### src/design/obb_pkg.sv
// ----------------------------------------------------------------------------
// obb_pkg
// Shared widths, types and functions of the oriented box overlap test.
// ----------------------------------------------------------------------------
package obb_pkg;

  localparam int COORD_BITS   = 24;
  localparam int ANGLE_BITS   = 16;
  localparam int EXTENT_BITS  = 20;
  localparam int CORDIC_START = 19899;
  localparam int UNIT_MAX     = 32767;
  localparam int CORDIC_PIPE  = 8;
  localparam int CORDIC_LAT   = CORDIC_PIPE + 1;

  localparam int DX_BITS  = COORD_BITS + 1;
  localparam int DOT_BITS = COORD_BITS + 17;
  localparam int PRJ_BITS = 32;
  localparam int MUL_BITS = EXTENT_BITS + PRJ_BITS;
  localparam int SUM_BITS = MUL_BITS + 2;
  localparam int CMP_BITS = (SUM_BITS > DOT_BITS + 15) ? SUM_BITS : DOT_BITS + 15;

  typedef struct packed {
    logic signed [17:0] x;
    logic signed [17:0] y;
    logic signed [16:0] z;
    logic [1:0]         q;
  } cordic_t;

  typedef struct packed {
    logic signed [DX_BITS-1:0] dx;
    logic signed [DX_BITS-1:0] dy;
    logic [EXTENT_BITS-1:0]    hwa;
    logic [EXTENT_BITS-1:0]    hha;
    logic [EXTENT_BITS-1:0]    hwb;
    logic [EXTENT_BITS-1:0]    hhb;
  } geom_t;

  function automatic logic [15:0] angle_to16(logic [ANGLE_BITS-1:0] a);
    logic [31:0] t;
    t = 32'(a);
    if (ANGLE_BITS >= 16) begin
      return 16'(t >> (ANGLE_BITS - 16));
    end else begin
      return 16'(t << (16 - ANGLE_BITS));
    end
  endfunction

  function automatic logic signed [16:0] arc_tab(int i);
    unique case (i)
      0:       return 17'sd8192;
      1:       return 17'sd4836;
      2:       return 17'sd2555;
      3:       return 17'sd1297;
      4:       return 17'sd651;
      5:       return 17'sd326;
      6:       return 17'sd163;
      7:       return 17'sd81;
      8:       return 17'sd41;
      9:       return 17'sd20;
      10:      return 17'sd10;
      11:      return 17'sd5;
      12:      return 17'sd3;
      13:      return 17'sd1;
      14:      return 17'sd1;
      default: return 17'sd0;
    endcase
  endfunction

  function automatic cordic_t cordic_step(cordic_t a, int i);
    cordic_t r;
    logic signed [17:0] dx;
    logic signed [17:0] dy;
    dx = a.y >>> i;
    dy = a.x >>> i;
    r = a;
    if (a.z >= 0) begin
      r.x = a.x - dx;
      r.y = a.y + dy;
      r.z = a.z - arc_tab(i);
    end else begin
      r.x = a.x + dx;
      r.y = a.y - dy;
      r.z = a.z + arc_tab(i);
    end
    return r;
  endfunction

  function automatic logic signed [15:0] clamp_unit(logic signed [17:0] v);
    if (v > 18'sd32767) begin
      return 16'sd32767;
    end else if (v < -18'sd32767) begin
      return -16'sd32767;
    end else begin
      return 16'(v);
    end
  endfunction

endpackage

### src/design/obb_cordic.sv
// ----------------------------------------------------------------------------
// obb_cordic
// Pipelined sine/cosine: two CORDIC steps a stage, then clamp and quadrant.
// ----------------------------------------------------------------------------
module obb_cordic (
  input  logic                         clk,
  input  logic [obb_pkg::CORDIC_LAT-1:0] en,
  input  logic [15:0]                  angle,
  output logic signed [15:0]           cosv,
  output logic signed [15:0]           sinv
);
  import obb_pkg::*;

  cordic_t st [CORDIC_PIPE];
  cordic_t init;

  always_comb begin
    init.x = 18'(CORDIC_START);
    init.y = '0;
    init.z = 17'(angle[13:0]);
    init.q = angle[15:14];
  end

  for (genvar k = 0; k < CORDIC_PIPE; k++) begin : g_stage
    cordic_t src;
    if (k == 0) begin : g_first
      assign src = init;
    end else begin : g_rest
      assign src = st[k-1];
    end
    always_ff @(posedge clk) begin
      if (en[k]) begin
        st[k] <= cordic_step(cordic_step(src, 2 * k), 2 * k + 1);
      end
    end
  end

  logic signed [15:0] cs;
  logic signed [15:0] sn;
  assign cs = clamp_unit(st[CORDIC_PIPE-1].x);
  assign sn = clamp_unit(st[CORDIC_PIPE-1].y);

  always_ff @(posedge clk) begin
    if (en[CORDIC_PIPE]) begin
      unique case (st[CORDIC_PIPE-1].q)
        2'd0: begin cosv <= cs;  sinv <= sn;  end
        2'd1: begin cosv <= -sn; sinv <= cs;  end
        2'd2: begin cosv <= -cs; sinv <= -sn; end
        default: begin cosv <= sn; sinv <= -cs; end
      endcase
    end
  end
endmodule

### config.mk
export PLATFORM = sky130hd
export DESIGN_NAME = obb_cordic
export DESIGN_NICKNAME = d
export VERILOG_FILES = /design/src/design/obb_pkg.sv /design/src/design/obb_cordic.sv
export SDC_FILE = /design/constraint.sdc
export NUM_CORES = 2
export LEC_CHECK = 0
export BUFFER_PORTS_ARGS = -buffer_cell sky130_fd_sc_hd__buf_2
export CAP_MARGIN = 20
export CORE_ASPECT_RATIO = 2
export CORE_MARGIN = 2
export CORE_UTILIZATION = 60
export DETAILED_ROUTE_END_ITERATION = 8
export PLACE_DENSITY = 0.76
export SETUP_SLACK_MARGIN = 0.5
export SYNTH_ARGS = -nofsm -noshare
export SYNTH_HDL_FRONTEND = slang
export SYNTH_SLANG_ARGS = --single-unit
### constraint.sdc
create_clock -name clk -period 8.4 [get_ports clk]
set_clock_uncertainty 0.15 [all_clocks]
set_input_delay 0.84 -clock clk [delete_from_list [all_inputs] [get_ports clk]]
set_output_delay 0.84 -clock clk [all_outputs]
set_load 0.02 [all_outputs]
-- After elaboration in Yosys (flattened, before gate mapping)
Memories as Yosys holds them, arrays and structs flattened.
Cells that the tools add are included.
- $lt $le $gt $ge: 20
- equality and inequality tests: 2
- reductions and logical operators: 1
- multiplexer cells: 118
- add/sub/neg operators: 94
- operator list (cell ; count):
    53-bit 2-to-1 mux ; 31
    17-bit 2-to-1 mux ; 64
    17-bit adder ; 15
    17-bit by 1-bit greater-or-equal comparator with 1-bit output, second input constant ; 15
    17-bit subtractor ; 15
    16-bit case mux with 3 select lines ; 2
    16-bit 2-to-1 mux ; 4
    18-bit by 10-bit adder with 18-bit output ; 2
    18-bit by 11-bit adder with 18-bit output ; 2
    18-bit by 12-bit adder with 18-bit output ; 2
    18-bit by 13-bit adder with 18-bit output ; 2
    18-bit by 14-bit adder with 18-bit output ; 2
    18-bit by 15-bit adder with 18-bit output ; 2
    18-bit by 16-bit adder with 18-bit output ; 2
    18-bit by 17-bit adder with 18-bit output ; 2
    18-bit by 3-bit adder with 18-bit output ; 2
    18-bit by 4-bit adder with 18-bit output ; 2
    18-bit by 5-bit adder with 18-bit output ; 2
    18-bit by 6-bit adder with 18-bit output ; 2
    18-bit by 7-bit adder with 18-bit output ; 2
    18-bit by 8-bit adder with 18-bit output ; 2
    18-bit by 9-bit adder with 18-bit output ; 2
    18-bit by 16-bit greater-than comparator with 1-bit output, second input constant ; 2
    18-bit by 16-bit less-than comparator with 1-bit output, second input constant ; 2
    other kinds (24) ; 55
- logic and storage cells: 238
- RAM bits: 440
- register bits after elaboration: 32
- memories kept: 1
- output and inout port bits: 32
- memory list (memory ; depth ; bits a word ; read ports ; clocked after Yosys merged registers in ; write ports ; RTL line ; source):
    st ; 8 ; 55 ; 8 ; 0 ; 8 ; obb_cordic.sv:14 ; cordic_t st [CORDIC_PIPE];

-- Logic depth before layout (Yosys ltp)
An unclocked memory read counts as a cell.
- depth after elaboration: 13
- depth in mapped cells: 32
- mapped depth without buffers: 32

-- Worst setup path after synthesis
No wires, ideal clock.
- kind: register to register
- start: mem st[1][87] in the netlist's numbering
- end: mem st[1][146] in the netlist's numbering (data pin)
- path slack: 1836 ps
- stages on the path, launching flop included: 27
- data arrival time: 6154 ps
- data required time: 7990 ps
- library setup time: 260 ps
- buffers on the path: 0
- clock period less this slack: 6564 ps
- path through: edfxtp_1 or2_2 nor4_1 nand2_1 ha_1 a21o_1 ha_1 and4_1 a21o_1 a311o_1 o21a_1 o21a_1 o311a_1 or3_1 or3b_2 ha_1 a21oi_1 ha_1 and3_1 o311a_1 o31a_1 o21ai_0 nand2b_1 a21oi_1 o21bai_1 a31oi_1 xnor2_1
- RTL lines (what ; RTL line):
    start, declared ; obb_cordic.sv:14

==> metrics.cfg <==
[run_status]
outcome=finished, final reports clean

[global_routing]
antenna_found_initial=1
grt-ovfl-total=0
grt_max_degree=70
grt_usage=0.316
grt_pass1_vias=44200
grt_pass1_wl_um=217000

[yosys]
synthArstFlopShare=0
syn-instance-count=5748
synth_edf_count=425
ys_types=94
synth-simple-area-share=0.166
synth_compound_area_frac=0.207
synth-warning-count=0
seq_area_frac_synth=0.255
syn_nets=6554
avgSynthCellArea_um2=8.71
synth_seq_cells=425
syn_area_um2=50100
synth_top_family_by_area=compound AO/OA/AOI/OAI gates
synth-adder-area-share=0.201
synth_flop_cell=edfxtp_1
synth_xor_area_frac=0.125
synthMuxAreaShare=0.0129

[clocking]
cts_htree_levels=2
cts_hold_buffers=0
insertion_delay_ps=630
cts_tree=done
clk_path_buf_depth=3
cts-root-buf=clkbuf_16
cts_buffers=46
clock-sinks=425
clk_pin_slew_ps=70

[timing]
maxSlewViolCount=0
grt_setup_unrepaired=false
max_freq_ghz=0.133
finalWorstSetupSlack_ps=891
setup_viol=0
finalHoldViolCount=0
maxSlewHeadroom=0.169
fin_crit_ps=7510
tightest_slew_ps=1240
tns_ps=0
min_period_over_period=0.894

[critical_path]
crit_family=compound AO/OA/AOI/OAI gates
crit_fanout=5
reg2regPathDepth=26
cp-end-kind=flop
worstPathRequired_ps=8610
critPathLaunch=st[1][86]
crit_path_max_incr_delay_ps=500
cp_common_cell=ha_1
crit_buf_inv=0
r2r-end=st[1][146]
cpMaxStageDelayCell=edfxtp_1
arrival_ps=7720
critical_path_class=flop to flop
reg2reg_slack_ps=890
startpoint_type=flop
rr_startpoint=st[1][86]

[hold_path]
holdPathStages=1
min_to=st[0][1]
hold_class=input port to flop
worstHoldStart=angle[15]

[floorplanning]
die_w_um=208
io-pin-count=58
row_count=149
core-area_um2=82600
start_util=0.606
dieHeight_um=412
dieArea_um2=85900

[finish]
drive_gt1_frac=0.0513
syn_to_final_growth_pct=6.60
most-common-layout-cells=743 x ha_1, 549 x nor2_1, 530 x xnor2_1
finish.net_count=6620
layout_commonest_cell=ha_1
fin_util=0.646

[routing]
drc=0
drt_pre_antenna_iters=7
ant_nets=0
totalWireLength_um=138000
viasPerCell=6.30
drt_iter0_markers=2041
vias=43500
wire_per_inst_um=19.9

[placed_design]
dpl.hpwl_um=113000
portBuffers=57
dp_slack_ps=998
globalplace.congestion=1.00

[job]
max_cap_viol_count=0

-- timing repair --
action                                  4_1_cts  5_1_grt
gates resized for setup                       0        5
endpoints found under the setup margin        0        7
setup buffers                                 0        3
-- layout make-up --
cell class / instances / area [um^2]
Fill cell: 7100 / 29200
Tap cell: 1057 / 1320
Clock buffer: 47 / 1180
Clock inverter: 35 / 458
Sequential cell: 425 / 12800
Inverter: 370 / 1400
Timing Repair Buffer: 100 / 606
Multi-Input combinational cell: 4870 / 35600
Timing Repair inverter: 1 / 5.00
Antenna cell: 1 / 2.50
-- worst max-delay path by stage --
| stage | endpoint | cells after the start | slack, ps |
|---|---|---|---|
| 5_1_grt | st[1][201] | 27 | 490 |
| 4_1_cts | st[1][146] | 26 | 970 |
| 3_3_place_gp | st[1][201] | 31 | 1010 |
| 6_report | st[1][146] | 26 | 890 |
| 3_5_place_dp | st[1][146] | 26 | 1000 |
| 2_1_floorplan | st[1][146] | 26 | 1840 |
-- stage by stage --
step / hold slack [ps] / std cells / area (um^2)
5_1_grt: 219 / 6906 / 53400
3_5_place_dp: 255 / 6819 / 51700
3_3_place_gp: 252 / 6818 / 51700
6_report: 245 / 6906 / 53400
4_1_cts: 209 / 6901 / 53300
2_1_floorplan: 250 / 5748 / 50100
-- Yosys cell counts, types with 27 or more instances --
library cell | count | area, um^2
nor3_1 | 148 | 741
a211oi_1 | 48 | 360
a211o_1 | 28 | 245
o21a_1 | 82 | 616
nand2b_1 | 69 | 432
clkbuf_1 | 80 | 300
xor2_1 | 175 | 1530
edfxtp_1 | 425 | 12800
or2_2 | 28 | 175
a31oi_1 | 45 | 282
o41ai_1 | 27 | 236
nor4_1 | 31 | 194
or3_1 | 79 | 494
a21oi_1 | 464 | 2320
inv_1 | 366 | 1370
o211ai_1 | 48 | 360
xnor2_1 | 530 | 4640
o21bai_1 | 59 | 443
o31ai_1 | 52 | 390
and2_1 | 41 | 257
nand2_1 | 410 | 1540
nand3_1 | 117 | 586
fa_1 | 37 | 741
ha_1 | 743 | 9300
and3_1 | 45 | 282
a21boi_0 | 47 | 353
nor2_1 | 549 | 2060
a21o_1 | 134 | 1010
o21ai_0 | 361 | 1810
nor2b_1 | 94 | 588
-- flip-flops by register name, indices dropped and copies added (netlist names) --
register / flops
sinv: 16
cosv: 16
st: 393
-- worst register-to-register path: cells and delay by family (launching register included) --
kind,cells,cell delay [ps]
compound gates,13,3010
xor+xnor,1,90
fa+ha+maj,4,1260
flops,1,500
simple gates,8,2250
-- metal layers --
layer | global-route usage | up-vias | routed length [um]
met1 | 0.249 | 20400 | 42400
met2 | 0.643 | 1172 | 75600
met3 | 0.0394 | 664 | 4590
met5 | 0 | - | 0
met4 | 0.307 | 0 | 15200
li1 | - | 21200 | -
-- cells by family after synthesis --
| group | count (synthesis) |
|---|---|
| xor gates and xnor gates | 709 |
| muxes | 43 |
| buffers and inverters | 453 |
| AOI/OAI and AO/OA | 1606 |
| and+or+nand+nor | 1732 |
| adders and majority gates | 780 |
| DFF | 425 |
Power is not shown: default switching activity piles up to over one toggle a cycle in this logic, so the estimate is an artifact.
